$ cat src/hw/rtl/hsir_pkg.sv
package hsir_pkg;

   localparam int unsigned AddrWidth      = 7;
   localparam int unsigned WaitWidth      = 16;
   localparam int unsigned TimeoutWidth   = 8;
   localparam int unsigned CsrIndexWidth  = 2;
   localparam int unsigned CsrDataWidth   = 16;
   localparam int unsigned WordWidth      = 16;
   localparam int unsigned TempCentiWidth = 15;
   localparam int unsigned HumCentiWidth  = 14;

   localparam logic [AddrWidth-1:0]    DeviceAddressReset = 7'd68;
   localparam logic [WaitWidth-1:0]    ConversionWaitReset = 16'd50000;
   localparam logic [TimeoutWidth-1:0] AckTimeoutReset    = 8'd200;

   localparam logic [7:0] CmdMeasureHigh = 8'h2C;
   localparam logic [7:0] CmdMeasureLow  = 8'h06;

   typedef enum logic [CsrIndexWidth-1:0] {
      CSR_DEVICE_ADDRESS   = 2'd0,
      CSR_CONVERSION_WAIT  = 2'd1,
      CSR_ACK_TIMEOUT      = 2'd2
   } csr_index_type;

   typedef enum logic [15:0] {
      PH_IDLE   = 16'h0001,
      PH_START1 = 16'h0002,
      PH_ADDRW  = 16'h0004,
      PH_ACK1   = 16'h0008,
      PH_CMD1   = 16'h0010,
      PH_ACK2   = 16'h0020,
      PH_CMD2   = 16'h0040,
      PH_ACK3   = 16'h0080,
      PH_STOP1  = 16'h0100,
      PH_WAIT   = 16'h0200,
      PH_START2 = 16'h0400,
      PH_ADDRR  = 16'h0800,
      PH_ACKR   = 16'h1000,
      PH_RECV   = 16'h2000,
      PH_MACK   = 16'h4000,
      PH_STOP2  = 16'h8000
   } phase_type;

   typedef struct packed {
      logic [AddrWidth-1:0]    device_address;
      logic [WaitWidth-1:0]    conversion_wait_ticks;
      logic [TimeoutWidth-1:0] ack_timeout;
   } cfg_type;

   typedef struct packed {
      logic scl;
      logic sda_out;
      logic sda_drive_enable;
      logic busy;
      logic done;
      logic ack_error;
   } status_type;

   // True on the receive ticks at which SCL is high and a data bit is sampled.
   function automatic logic is_sample_tick(input logic [4:0] tc);
      logic hit;
      hit = 1'b0;
      for (int i = 1; i <= 8; i++) begin
         if (tc == 5'(3 * i)) begin
            hit = 1'b1;
         end
      end
      return hit;
   endfunction

endpackage

$ cat src/hw/rtl/humidity_sensor_i2c_reader_core.sv
// Channel   Direction  Handshake                Payload
// req_      in         req_valid / req_ready    req_mode, req_sda_in
// rsp_      out        rsp_valid / rsp_ready    pin levels, status, raw and scaled words
// csr_      in         csr_valid / csr_ready    csr_index, csr_data
//
// Each item is one tick of the bus sequencer and yields one registered result item.
// One item is accepted per cycle while no result waits or rsp_ready is high; only the result register sets the pace.
// A result waiting on rsp_ready still lets the next item in when rsp_ready is high.
// Synchronous reset returns to idle with both lines high and driven and the words at zero.
// Configuration writes are always ready and are registered before they take effect.
module humidity_sensor_i2c_reader_core
   import hsir_pkg::*;
(
   input  logic                             clock,
   input  logic                             reset,
   input  logic                             req_valid,
   output logic                             req_ready,
   input  logic                             req_mode,
   input  logic                             req_sda_in,
   output logic                             rsp_valid,
   input  logic                             rsp_ready,
   output logic                             rsp_scl,
   output logic                             rsp_sda_out,
   output logic                             rsp_sda_drive_enable,
   output logic                             rsp_busy_res,
   output logic                             rsp_done_res,
   output logic                             rsp_ack_error,
   output logic [WordWidth-1:0]             rsp_temperature_raw,
   output logic [WordWidth-1:0]             rsp_humidity_raw,
   output logic signed [TempCentiWidth-1:0] rsp_temperature_centi,
   output logic [HumCentiWidth-1:0]         rsp_humidity_centi,
   output logic                             rsp_in_range,
   input  logic                             csr_valid,
   output logic                             csr_ready,
   input  logic [CsrIndexWidth-1:0]         csr_index,
   input  logic [CsrDataWidth-1:0]          csr_data
);

   cfg_type                          cfg_ff;
   status_type                       status, status_ff;
   logic [WordWidth-1:0]             tword, hword, tword_ff, hword_ff;
   logic signed [TempCentiWidth-1:0] tcenti, tcenti_ff;
   logic [HumCentiWidth-1:0]         hcenti, hcenti_ff;
   logic                             range, range_ff;
   logic                             rsp_valid_ff, rsp_valid_in, accept;

   assign csr_ready = 1'b1;

   always_ff @(posedge clock) begin
      if (reset) begin
         cfg_ff.device_address        <= DeviceAddressReset;
         cfg_ff.conversion_wait_ticks <= ConversionWaitReset;
         cfg_ff.ack_timeout           <= AckTimeoutReset;
      end else if (csr_valid) begin
         case (csr_index_type'(csr_index))
            CSR_DEVICE_ADDRESS:  cfg_ff.device_address <= csr_data[AddrWidth-1:0];
            CSR_CONVERSION_WAIT: cfg_ff.conversion_wait_ticks <= csr_data[WaitWidth-1:0];
            CSR_ACK_TIMEOUT:     cfg_ff.ack_timeout <= csr_data[TimeoutWidth-1:0];
            default: begin
            end
         endcase
      end
   end

   assign req_ready    = !rsp_valid_ff || rsp_ready;
   assign accept       = req_valid && req_ready;
   assign rsp_valid_in = accept || (rsp_valid_ff && !rsp_ready);

   hsir_seq u_seq (
      .clock            (clock),
      .reset            (reset),
      .step             (accept),
      .mode             (req_mode),
      .sda_in           (req_sda_in),
      .cfg              (cfg_ff),
      .status           (status),
      .temperature_word (tword),
      .humidity_word    (hword)
   );

   hsir_conv u_conv (
      .temperature_word  (tword),
      .humidity_word     (hword),
      .temperature_centi (tcenti),
      .humidity_centi    (hcenti),
      .in_range          (range)
   );

   always_ff @(posedge clock) begin
      if (reset) begin
         rsp_valid_ff <= 1'b0;
      end else begin
         rsp_valid_ff <= rsp_valid_in;
      end
   end

   always_ff @(posedge clock) begin
      if (accept) begin
         status_ff <= status;
         tword_ff  <= tword;
         hword_ff  <= hword;
         tcenti_ff <= tcenti;
         hcenti_ff <= hcenti;
         range_ff  <= range;
      end
   end

   assign rsp_valid             = rsp_valid_ff;
   assign rsp_scl               = status_ff.scl;
   assign rsp_sda_out           = status_ff.sda_out;
   assign rsp_sda_drive_enable  = status_ff.sda_drive_enable;
   assign rsp_busy_res          = status_ff.busy;
   assign rsp_done_res          = status_ff.done;
   assign rsp_ack_error         = status_ff.ack_error;
   assign rsp_temperature_raw   = tword_ff;
   assign rsp_humidity_raw      = hword_ff;
   assign rsp_temperature_centi = tcenti_ff;
   assign rsp_humidity_centi    = hcenti_ff;
   assign rsp_in_range          = range_ff;

endmodule

$ cat src/hw/rtl/hsir_seq.sv
module hsir_seq
   import hsir_pkg::*;
(
   input  logic                 clock,
   input  logic                 reset,
   input  logic                 step,
   input  logic                 mode,
   input  logic                 sda_in,
   input  cfg_type              cfg,
   output status_type           status,
   output logic [WordWidth-1:0] temperature_word,
   output logic [WordWidth-1:0] humidity_word
);

   phase_type         phase_ff, phase_in, ph, enter_ph;
   logic [15:0]       tick_ff, tick_in, tc, tc_inc;
   logic [3:0]        bit_ff, bit_in, bc, bc_inc;
   logic [2:0]        byte_ff, byte_in, byc, byc_inc;
   logic [7:0]        shift_ff, shift_in;
   logic [7:0]        polls_ff, polls_in, polls_dec;
   logic              scl_ff, scl_in, sda_ff, sda_in_pin, drv_ff, drv_in;
   logic [WordWidth-1:0] tword_ff, tword_in, hword_ff, hword_in;
   logic [7:0]        rb0_ff, rb1_ff, rb3_ff, rb4_ff;
   logic              start_req, enter_en, rb_wr, done, err;

   always_comb begin
      start_req  = (phase_ff == PH_IDLE) && mode;
      ph         = start_req ? PH_START1 : phase_ff;
      tc         = start_req ? 16'd0 : tick_ff;
      bc         = start_req ? 4'd0 : bit_ff;
      byc        = start_req ? 3'd0 : byte_ff;
      tc_inc     = tc + 16'd1;
      bc_inc     = bc + 4'd1;
      byc_inc    = byc + 3'd1;
      polls_dec  = polls_ff - 8'd1;
      phase_in   = ph;
      tick_in    = tc;
      bit_in     = bc;
      byte_in    = byc;
      shift_in   = shift_ff;
      polls_in   = polls_ff;
      scl_in     = scl_ff;
      sda_in_pin = sda_ff;
      drv_in     = drv_ff;
      tword_in   = tword_ff;
      hword_in   = hword_ff;
      rb_wr      = 1'b0;
      done       = 1'b0;
      err        = 1'b0;
      enter_en   = 1'b0;
      enter_ph   = PH_IDLE;
      case (ph)
         PH_IDLE: begin
         end
         PH_START1, PH_START2: begin
            drv_in     = 1'b1;
            scl_in     = 1'b1;
            sda_in_pin = (tc < 16'd4);
            tick_in    = tc_inc;
            if (tc_inc >= 16'd8) begin
               enter_en = 1'b1;
               enter_ph = (ph == PH_START1) ? PH_ADDRW : PH_ADDRR;
            end
         end
         PH_ADDRW, PH_CMD1, PH_CMD2, PH_ADDRR: begin
            drv_in     = 1'b1;
            sda_in_pin = shift_ff[3'd7 - bc[2:0]];
            scl_in     = (tc == 16'd2) || (tc == 16'd3);
            tick_in    = tc_inc;
            if (tc_inc >= 16'd6) begin
               tick_in = 16'd0;
               bit_in  = bc_inc;
               if (bc_inc >= 4'd8) begin
                  enter_en = 1'b1;
                  case (ph)
                     PH_ADDRW: enter_ph = PH_ACK1;
                     PH_CMD1:  enter_ph = PH_ACK2;
                     PH_CMD2:  enter_ph = PH_ACK3;
                     default:  enter_ph = PH_ACKR;
                  endcase
               end
            end
         end
         PH_ACK1, PH_ACK2, PH_ACK3, PH_ACKR: begin
            scl_in = 1'b0;
            drv_in = 1'b0;
            case (ph)
               PH_ACK1: enter_ph = PH_CMD1;
               PH_ACK2: enter_ph = PH_CMD2;
               PH_ACK3: enter_ph = PH_STOP1;
               default: enter_ph = PH_RECV;
            endcase
            if (tc < 16'd3) begin
               if (tc < 16'd2) begin
                  drv_in     = 1'b1;
                  sda_in_pin = 1'b1;
               end
               tick_in = tc_inc;
            end else if (tc == 16'd3) begin
               if (!sda_in) begin
                  tick_in = 16'd5;
               end else begin
                  polls_in = polls_dec;
                  if (polls_dec == 8'd0) begin
                     if (ph == PH_ACKR) begin
                        phase_in = PH_IDLE;
                        done     = 1'b1;
                        err      = 1'b1;
                     end else begin
                        enter_en = 1'b1;
                     end
                  end else begin
                     tick_in = 16'd4;
                  end
               end
            end else if (tc == 16'd4) begin
               tick_in = 16'd3;
            end else if (tc == 16'd5) begin
               scl_in  = 1'b1;
               tick_in = 16'd6;
            end else begin
               enter_en = 1'b1;
            end
         end
         PH_STOP1, PH_STOP2: begin
            drv_in     = 1'b1;
            scl_in     = (tc >= 16'd4);
            sda_in_pin = (tc >= 16'd8);
            tick_in    = tc_inc;
            if (tc_inc >= 16'd12) begin
               if (ph == PH_STOP1) begin
                  enter_en = 1'b1;
                  enter_ph = PH_WAIT;
               end else begin
                  tword_in = {rb0_ff, rb1_ff};
                  hword_in = {rb3_ff, rb4_ff};
                  phase_in = PH_IDLE;
                  done     = 1'b1;
               end
            end
         end
         PH_WAIT: begin
            tick_in = tc_inc;
            if (tc_inc >= cfg.conversion_wait_ticks) begin
               enter_en = 1'b1;
               enter_ph = PH_START2;
            end
         end
         PH_RECV: begin
            drv_in = 1'b0;
            if (tc != 16'd0) begin
               if (is_sample_tick(tc[4:0])) begin
                  scl_in   = 1'b1;
                  shift_in = {shift_ff[6:0], sda_in};
               end else begin
                  scl_in = 1'b0;
               end
            end
            tick_in = tc_inc;
            if (tc_inc >= 16'd25) begin
               rb_wr    = 1'b1;
               enter_en = 1'b1;
               enter_ph = PH_MACK;
            end
         end
         PH_MACK: begin
            drv_in = 1'b1;
            if (tc >= 16'd2) begin
               sda_in_pin = (byc >= 3'd5);
            end
            scl_in  = (tc == 16'd4) || (tc == 16'd5);
            tick_in = tc_inc;
            if (tc_inc >= 16'd7) begin
               byte_in  = byc_inc;
               enter_en = 1'b1;
               enter_ph = (byc_inc < 3'd6) ? PH_RECV : PH_STOP2;
            end
         end
         default: begin
            phase_in = PH_IDLE;
         end
      endcase
      if (enter_en) begin
         phase_in = enter_ph;
         tick_in  = 16'd0;
         bit_in   = 4'd0;
         case (enter_ph)
            PH_START1: byte_in  = 3'd0;
            PH_ADDRW:  shift_in = {cfg.device_address, 1'b0};
            PH_CMD1:   shift_in = CmdMeasureHigh;
            PH_CMD2:   shift_in = CmdMeasureLow;
            PH_ADDRR:  shift_in = {cfg.device_address, 1'b1};
            PH_ACK1, PH_ACK2, PH_ACK3, PH_ACKR: polls_in = cfg.ack_timeout;
            PH_WAIT: begin
               if (cfg.conversion_wait_ticks == '0) begin
                  phase_in = PH_START2;
               end
            end
            PH_RECV:   shift_in = 8'd0;
            default: begin
            end
         endcase
      end
   end

   always_ff @(posedge clock) begin
      if (reset) begin
         phase_ff <= PH_IDLE;
         tick_ff  <= '0;
         bit_ff   <= '0;
         byte_ff  <= '0;
         shift_ff <= '0;
         polls_ff <= '0;
         scl_ff   <= 1'b1;
         sda_ff   <= 1'b1;
         drv_ff   <= 1'b1;
         tword_ff <= '0;
         hword_ff <= '0;
      end else if (step) begin
         phase_ff <= phase_in;
         tick_ff  <= tick_in;
         bit_ff   <= bit_in;
         byte_ff  <= byte_in;
         shift_ff <= shift_in;
         polls_ff <= polls_in;
         scl_ff   <= scl_in;
         sda_ff   <= sda_in_pin;
         drv_ff   <= drv_in;
         tword_ff <= tword_in;
         hword_ff <= hword_in;
      end
   end

   always_ff @(posedge clock) begin
      if (step && rb_wr) begin
         case (byc)
            3'd0:    rb0_ff <= shift_in;
            3'd1:    rb1_ff <= shift_in;
            3'd3:    rb3_ff <= shift_in;
            3'd4:    rb4_ff <= shift_in;
            default: begin
            end
         endcase
      end
   end

   always_comb begin
      status.scl              = scl_in;
      status.sda_out          = drv_in & sda_in_pin;
      status.sda_drive_enable = drv_in;
      status.busy             = (ph != PH_IDLE);
      status.done             = done;
      status.ack_error        = err;
   end

   assign temperature_word = tword_in;
   assign humidity_word    = hword_in;

endmodule

$ cat src/hw/rtl/hsir_conv.sv
module hsir_conv
   import hsir_pkg::*;
(
   input  logic [WordWidth-1:0]             temperature_word,
   input  logic [WordWidth-1:0]             humidity_word,
   output logic signed [TempCentiWidth-1:0] temperature_centi,
   output logic [HumCentiWidth-1:0]         humidity_centi,
   output logic                             in_range
);

   // Division by 65535 is done as (x + (x >> 16) + 1) >> 16, exact for every x that arises here (all below 2^31).
   logic [31:0] t_x, t_q, h_x, h_q;

   always_comb begin
      t_x = 32'(temperature_word) * 32'd17500 + 32'd32767;
      t_q = t_x + 32'(t_x[31:16]) + 32'd1;
      h_x = 32'(humidity_word) * 32'd10000 + 32'd32767;
      h_q = h_x + 32'(h_x[31:16]) + 32'd1;
      temperature_centi = $signed(t_q[16 +: TempCentiWidth] - 15'd4500);
      humidity_centi    = h_q[16 +: HumCentiWidth];
      in_range          = (temperature_word >= 16'd9363) && (temperature_word <= 16'd63662);
   end

endmodule

$ cat config.mk
export PLATFORM = sky130hd
export DESIGN_NAME = humidity_sensor_i2c_reader_core
export DESIGN_NICKNAME = d
export VERILOG_FILES = /design/src/hw/rtl/hsir_pkg.sv /design/src/hw/rtl/humidity_sensor_i2c_reader_core.sv /design/src/hw/rtl/hsir_seq.sv /design/src/hw/rtl/hsir_conv.sv
export SDC_FILE = /design/constraint.sdc
export NUM_CORES = 1
export LEC_CHECK = 0
export BUFFER_PORTS_ARGS = -buffer_cell sky130_fd_sc_hd__buf_2
export CORE_ASPECT_RATIO = 1.2
export CORE_MARGIN = 1
export CORE_UTILIZATION = 57
export CTS_CLUSTER_DIAMETER = 30
export CTS_CLUSTER_SIZE = 40
export DETAILED_ROUTE_END_ITERATION = 7
export GPL_ROUTABILITY_DRIVEN = 0
export PLACE_DENSITY = 0.78
export SLEW_MARGIN = 30
export SYNTH_ARGS = -nofsm -noshare
export SYNTH_HDL_FRONTEND = slang
export SYNTH_SLANG_ARGS = --single-unit
$ cat constraint.sdc
create_clock -name clock -period 14.75 [get_ports clock]
set_clock_uncertainty 0.05 [all_clocks]
set_input_delay 2.95 -clock clock [delete_from_list [all_inputs] [get_ports clock]]
set_output_delay 2.95 -clock clock [all_outputs]
set_load 0.005 [all_outputs]
==> impl_results.md, run 1 <==
- Design Power: 0.00318 W
- Startpoint type of the worst setup path: primary input
- Global route overflow: 0
- Dominant cell type by area after synthesis: sky130_fd_sc_hd__edfxtp_1
- Final core utilization: 66.9%
- Most frequent cell after synthesis: sky130_fd_sc_hd__inv_1
- Via density: 5.93
- Diodes inserted: 0
- Final setup violation count: 0
- Type of the worst min-delay path: flop to flop
- Sequential-to-total area share from yosys stat: 27.8%
- Worst Path Max Fanout: 11
- Area of the die: 35100 um2
- Placed insts: 2729
- Cell count after synthesis: 2234
- Max Cap Viol: 0
- Static leakage: 10.5 nW
- Core box area: 33400 um2
- P per Cell Area: 142 nW/um2
- Share of the clock period used by the worst path: 95.8%
- Primary FF master, synth: sky130_fd_sc_hd__dfxtp_1
- Worst max-slew margin expressed relative to the limit: 38.7%
- Violation count after the first detailed-route iteration: 1459
- Height of the chip: 205 um
- TritonCTS clock tree: built
- Via count of the first global-routing pass: 16300
- Post-DP HPWL: 36.3 mm
- Critical path data required time: 15.01 ns
- CTS H-Tree Depth: 2
- Area of the mapped netlist: 19600 um2
- Final hold vios: 0
- Io pins: 96
- Slowest stage delay, CP: 0.53 ns
- Wire length of the first global-routing pass: 79.6 mm
- Number of flip-flops and latches in the synthesized netlist: 222
- RSZ-0062 raised after global routing: yes
- Total wirelength of the detailed-routed design: 48.5 mm
- Global routing usage summed across all routing layers: 28.0%
- Post-synth EDFFs: 100
- Detailed-route wire length per cell: 17.2 um
- Least-Margin Pin Slew: 0.919 ns
- Count of fill cells added during filler insertion: 2688
- Clock root cell: sky130_fd_sc_hd__clkbuf_16
- Main area contributors after synthesis: sky130_fd_sc_hd__edfxtp_1 (15%), sky130_fd_sc_hd__ha_1 (15%), sky130_fd_sc_hd__dfxtp_1 (12%)
- Proportion of layout cells with a drive suffix above 1: 12.4%
- First-pass iteration count of the detailed router: 6
- Die W: 171 um
- Post-route DRC: 0
- Max Fclk: 0.0708 GHz
- Cell Rows: 73
- Clock insertion delay at the later pin of the skew report: 0.57 ns
- # port buffers: 94
- Min cycle time layout: 14.13 ns
- Average size of a mapped cell: 8.75 um2
- Layout-stage area growth over the synthesis result: 14.4%
- Proportion of netlist area held by the largest area contributor: 15.4%
- Arrival @ worst endpoint: 14.40 ns
- Bufs on Longest Clock Path: 3
- Largest net degree at the start of global routing: 115
- Count of pins over their slew limit: 0
- Slowest cell on the critical path: sky130_fd_sc_hd__or3_1
- Crit Path Category: primary input to flop
- Number of nets in the final layout: 2655
- Clock buffers created by TritonCTS: 46
- CP most frequent cell: sky130_fd_sc_hd__ha_1
- Critical Path End Type: flop
- Post-synthesis async set-or-reset flop share: 0%
- Maximum ir drop on the vdd rail: 0.113 mV
- Warnings, synthesis: 0
- Antenna violation net count after detailed routing: 0
- Number of antenna violations at the first check in global routing: 0
- Num Clock Sinks: 222
- Count of unique library cells instantiated by Yosys: 95
- Clock-pin slew on the worst setup and hold paths: 0.05 ns
- Post-route non-filler standard cell count: 2818
- Synthesized netlist net count: 2559
- Outcome: finished clean
- Starting utilization of the core area: 58.5%
- Count of vias placed by the detailed router: 16718
- Top cells by instance count after synthesis: sky130_fd_sc_hd__inv_1 (271), sky130_fd_sc_hd__nor2_1 (236), sky130_fd_sc_hd__ha_1 (230), sky130_fd_sc_hd__nand2_1 (164), sky130_fd_sc_hd__dfxtp_1 (122)
routing by layer:
| layer | track usage (%) | vias up | share of wire [%] | wire length, um |
|---|---|---|---|---|
| li1 | - | 8059 | - | - |
| met3 | 4.13 | 112 | 5.4 | 2630 |
| met4 | 10.4 | 0 | 2.9 | 1420 |
| met1 | 34.4 | 7992 | 42 | 20200 |
| met2 | 49.2 | 555 | 50 | 24300 |
| met5 | 0 | - | 0 | 0 |
through the flow:
step / setup TNS [ns] / setup WS, ns / cell area, um2 / hold WS, ns
floorplan: 0 / 0.0145 / 19600 / 0.377
global placement: 0 / 0.229 / 20500 / 0.394
detailed placement: -0.388 / -0.143 / 20500 / 0.398
CTS: 0 / 0.300 / 22200 / 0.415
global route: -0.0491 / -0.0433 / 22400 / 0.431
finish: 0 / 0.618 / 22400 / 0.415
flip-flops by register name, summed over array words and instances (netlist names), 14 cells and up:
register / count
rsp_temperature_centi: 15
u_seq.tword_ff: 16
cfg_ff: 31
rsp_humidity_centi: 14
rsp_humidity_raw: 16
u_seq.hword_ff: 16
rsp_temperature_raw: 16
u_seq.phase_ff: 16
u_seq.tick_ff: 16
path summary, 6_finish.rpt:
check,startpoint,endpoint,slack [ns],cells past startpoint
min reg2reg,u_seq.sda_ff$_SDFFE_PP1P_,u_seq.sda_ff$_SDFFE_PP1P_,0.41,1
max reg2reg,u_seq.phase_ff[5]$_SDFFE_PP0P_,rsp_temperature_centi[8]$_DFFE_PP_,1.92,49
max,req_mode,rsp_temperature_centi[8]$_DFFE_PP_,0.62,49
min,u_seq.sda_ff$_SDFFE_PP1P_,u_seq.sda_ff$_SDFFE_PP1P_,0.41,1
critical path: cells and delay by family:
kind | cells | cell delay [ns]
multiplexers | 1 | 0.30
AO/OA/AOI/OAI | 10 | 2.40
buffers and inverters | 9 | 1.32
adder cells (fa/ha/maj) | 11 | 3.67
XOR/XNOR | 4 | 0.72
AND/OR/NAND/NOR | 14 | 2.99
cell type report:
class,instances,area [um2],area share (%)
clock inverter,38,478,2.14
tap,450,563,2.52
multi-input combinational,1655,12900,57.6
timing repair buffer,133,778,3.48
sequential,222,5450,24.3
clock buffer,48,1190,5.32
inverter,272,1030,4.59
power by group:
| part | leakage [nW] | total (W) | internal (W) | switching [W] |
|---|---|---|---|---|
| Sequential | 1.95 | 0.000745 | 0.000726 | 0.0000185 |
| Combinational | 7.79 | 0.00133 | 0.000530 | 0.000797 |
| Clock | 0.805 | 0.00110 | 0.000713 | 0.000391 |
| Total | 10.5 | 0.00318 | 0.00197 | 0.00121 |
placed cells by master, fill, tap and decap left out, types with 33 or more instances in the layout:
cell                          n
sky130_fd_sc_hd__a211oi_1    46
sky130_fd_sc_hd__xor2_1      43
sky130_fd_sc_hd__mux2i_1     56
sky130_fd_sc_hd__ha_1       228
sky130_fd_sc_hd__dfxtp_1    122
sky130_fd_sc_hd__a21o_1      33
sky130_fd_sc_hd__nand3_1     47
sky130_fd_sc_hd__nor2_1     235
sky130_fd_sc_hd__buf_4       39
sky130_fd_sc_hd__edfxtp_1   100
sky130_fd_sc_hd__a21oi_1    107
sky130_fd_sc_hd__o21ai_0     72
sky130_fd_sc_hd__nor3_1      61
sky130_fd_sc_hd__xnor2_1     88
sky130_fd_sc_hd__fa_1        70
sky130_fd_sc_hd__nand2_1    163
sky130_fd_sc_hd__buf_2       93
sky130_fd_sc_hd__inv_1      270
sky130_fd_sc_hd__clkbuf_16   47
cell families (layout without fill, tap and decap cells):
logic type / Yosys count / after routing / synth area share, %
other: 1 / 1 / 0.0192
flip-flops: 222 / 222 / 27.8
adder cells (fa/ha/maj): 301 / 301 / 21.9
AO/OA/AOI/OAI: 435 / 435 / 15.1
multiplexers: 65 / 65 / 3.46
AND/OR/NAND/NOR: 715 / 715 / 18.3
XOR/XNOR: 138 / 138 / 6.39
buffers and inverters: 357 / 491 / 6.97
timing repair:
item,in CTS,in global routing
endpoints found under the setup margin,0,15
buffers inserted,0,3
hold endpoints to repair,0,0
hold buffers,0,0
resized for setup,0,22
No activity file was read; power rests on OpenSTA's default activity.
==> run 2, diff against run 1 <==
--- a/config.mk
+++ b/config.mk
@@ -6,7 +6,6 @@
 export NUM_CORES = 1
 export LEC_CHECK = 0
 export BUFFER_PORTS_ARGS = -buffer_cell sky130_fd_sc_hd__buf_2
-export CORE_ASPECT_RATIO = 1.2
 export CORE_MARGIN = 1
 export CORE_UTILIZATION = 57
 export CTS_CLUSTER_DIAMETER = 30
==> run 2 against run 1 <==
Maximum frequency rose by 0.70%. Via count fell by 0.19%. Sequential cell count did not move. First-iteration DRC count fell by 3.8%. Critical endpoint unchanged.
==> impl_results.md, run 2 (same netlist as run 1, synthesis figures left out) <==
- Fraction of met1 tracks used by global routing: 36.3%
- Core box area: 33600 um2
- Height of the chip: 187 um
- Grt peak-use layer: met2
- Share of the clock period used by the worst path: 95.1%
- Bufs on Longest Clock Path: 3
- Starting utilization of the core area: 58.2%
- Static leakage: 10.6 nW
- Outcome: finished clean
- Most common cell after layout, fill and taps aside: sky130_fd_sc_hd__inv_1
- Number of antenna violations at the first check in global routing: 0
- Hold-fix buffers at CTS: 0
- Cell Rows: 67
- Placed insts: 2729
- Part of the power in combinational logic: 41.3%
- Most frequent cells in the layout: sky130_fd_sc_hd__inv_1 (269), sky130_fd_sc_hd__nor2_1 (235), sky130_fd_sc_hd__ha_1 (228), sky130_fd_sc_hd__nand2_1 (163), sky130_fd_sc_hd__dfxtp_1 (122)
- Violation count after the first detailed-route iteration: 1403
- Clock root cell: sky130_fd_sc_hd__clkbuf_16
- Worst Path Max Fanout: 7
- Post-route setup slack: 0.717 ns
- Terminating pin of the worst hold path: cfg_ff[7]$_SDFFE_PP1P_
- Arrival @ worst endpoint: 14.29 ns
- Switching power as a share of total power: 36.8%
- Largest net degree at the start of global routing: 107
- Antenna violation net count after detailed routing: 0
- Flop pwr share: 23.0%
- Detailed-route wire length per cell: 17.1 um
- Post-DP HPWL: 36.0 mm
- Layout-stage area growth over the synthesis result: 15.1%
- Total internal power: 0.00205 W
- Routing usage on met2: 46.0%
- Wire length of the first global-routing pass: 80.1 mm
- Slowest stage delay, CP: 0.53 ns
- Area of the die: 35100 um2
- Least-Margin Pin Slew: 0.889 ns
- Final hold vios: 0
- Crit Path Category: primary input to flop
- Switching Power: 0.00119 W
- Max FFs per register: 31
- Count of pins over their slew limit: 0
- Io pins: 96
- Count of cells along the worst register-to-register path: 51
- Maximum ir drop on the vdd rail: 0.125 mV
- Proportion of layout cells with a drive suffix above 1: 12.4%
- Worst max-slew margin expressed relative to the limit: 40.4%
- FF-to-FF End: rsp_temperature_centi[8]$_DFFE_PP_
- CTS H-Tree Depth: 2
- Final setup violation count: 0
- Via count of the first global-routing pass: 16361
- Global routing usage summed across all routing layers: 27.6%
- Diodes inserted: 0
- TritonCTS clock tree: built
- Design Power: 0.00324 W
- Startpoint of the worst register-to-register path: u_seq.phase_ff[5]$_SDFFE_PP0P_
- Global route overflow: 0
- Fin Hold WS: 0.416 ns
- Clock buffers created by TritonCTS: 49
- Register name with the most flops: cfg_ff
- Min cycle time layout: 14.03 ns
- Fraction of power consumed by the clock network: 35.6%
- Placement-stage worst setup slack: -0.301 ns
- P per Cell Area: 144 nW/um2
- Post-route non-filler standard cell count: 2826
- Type of the worst min-delay path: flop to flop
- Max Cap Viol: 0
- Number of cells on the worst hold path: 1
- Die W: 187 um
- Number of nets in the final layout: 2663
- Startpoint type of the worst setup path: primary input
- Clock-pin slew on the worst setup and hold paths: 0.05 ns
- Post-route DRC: 0
- First-pass iteration count of the detailed router: 6
- Clock insertion delay at the later pin of the skew report: 0.58 ns
- Slack of the worst reg-to-reg path: 1.99 ns
- Source of the worst hold timing path: cfg_ff[7]$_SDFFE_PP1P_
- Max Fclk: 0.0713 GHz
- Slowest cell on the critical path: sky130_fd_sc_hd__fa_1
- Count of vias placed by the detailed router: 16687
- Num Clock Sinks: 222
- Via density: 5.90
- # port buffers: 94
- Critical Path End Type: flop
- Global-route track usage on met3: 3.60%
- Critical path data required time: 15.01 ns
- Total wirelength of the detailed-routed design: 48.4 mm
## run 2: cell types whose count changed in the layout (fill, tap and decap cells not counted), sizes merged
cell | before | now
clkbuf | 48 | 57
clkinvlp | 6 | 5
buf | 133 | 138
inv | 290 | 279
clkinv | 8 | 13
bufinv | 6 | 9
## run 2: what timing repair did
item,CTS,global route
hold endpoints to repair,0,0
buffers inserted,0,6
gates resized for setup,0,26
endpoints found under the setup margin,0,16
## run 2: worst max-delay path by stage
stage	from	to	slack, ns	cells past startpoint
floorplan	req_mode	rsp_temperature_centi[8]$_DFFE_PP_	0.01	52
global placement	req_mode	rsp_temperature_centi[8]$_DFFE_PP_	0.17	50
detailed placement	req_mode	rsp_temperature_centi[8]$_DFFE_PP_	-0.30	51
CTS	req_mode	rsp_temperature_centi[8]$_DFFE_PP_	0.30	51
global route	req_mode	rsp_temperature_centi[8]$_DFFE_PP_	-0.06	51
finish	req_mode	rsp_temperature_centi[8]$_DFFE_PP_	0.72	51
## run 2: through the flow
stage | TNS [ns] | utilization [%] | cell area (um2)
final | 0 | 67.0 | 22500
after global routing | -0.101 | 67.0 | 22500
after CTS | 0 | 66.4 | 22300
after detailed placement | -1.18 | 61.2 | 20600
after global placement | 0 | 61.1 | 20600
after floorplan | 0 | - | 19600
## run 2: area by class of cell
| cell class | count | area, um2 |
|---|---|---|
| Multi-Input combinational cell | 1655 | 12900 |
| Timing Repair Buffer | 138 | 827 |
| Tap cell | 448 | 561 |
| Sequential cell | 222 | 5450 |
| Inverter | 272 | 1030 |
| Clock inverter | 34 | 482 |
| Clock buffer | 57 | 1280 |
| Fill cell | 2651 | 11100 |
## run 2: per-layer routing
metal  up-vias  share of wire (%)
met5         -                  0
met4         0                3.2
met3       120                5.6
met2       590                 47
met1      7915                 44
li1       8062                  -
## run 2: power groups by stage
stage	Sequential, W	Combinational (W)	Clock, W
after floorplan	0.000760	0.000998	0
after global placement	0.000755	0.00125	0
after detailed placement	0.000757	0.00129	0
after CTS	0.000746	0.00131	0.00117
after global routing	0.000752	0.00150	0.00120
final	0.000746	0.00134	0.00115
## run 2: worst max-delay path: cells and delay by family
family | cells | cell delay, ns
mux | 1 | 0.30
simple gates | 13 | 2.29
xor+xnor | 4 | 0.77
compound gates | 13 | 3.26
fa+ha+maj | 11 | 3.70
buf+inv | 9 | 1.00
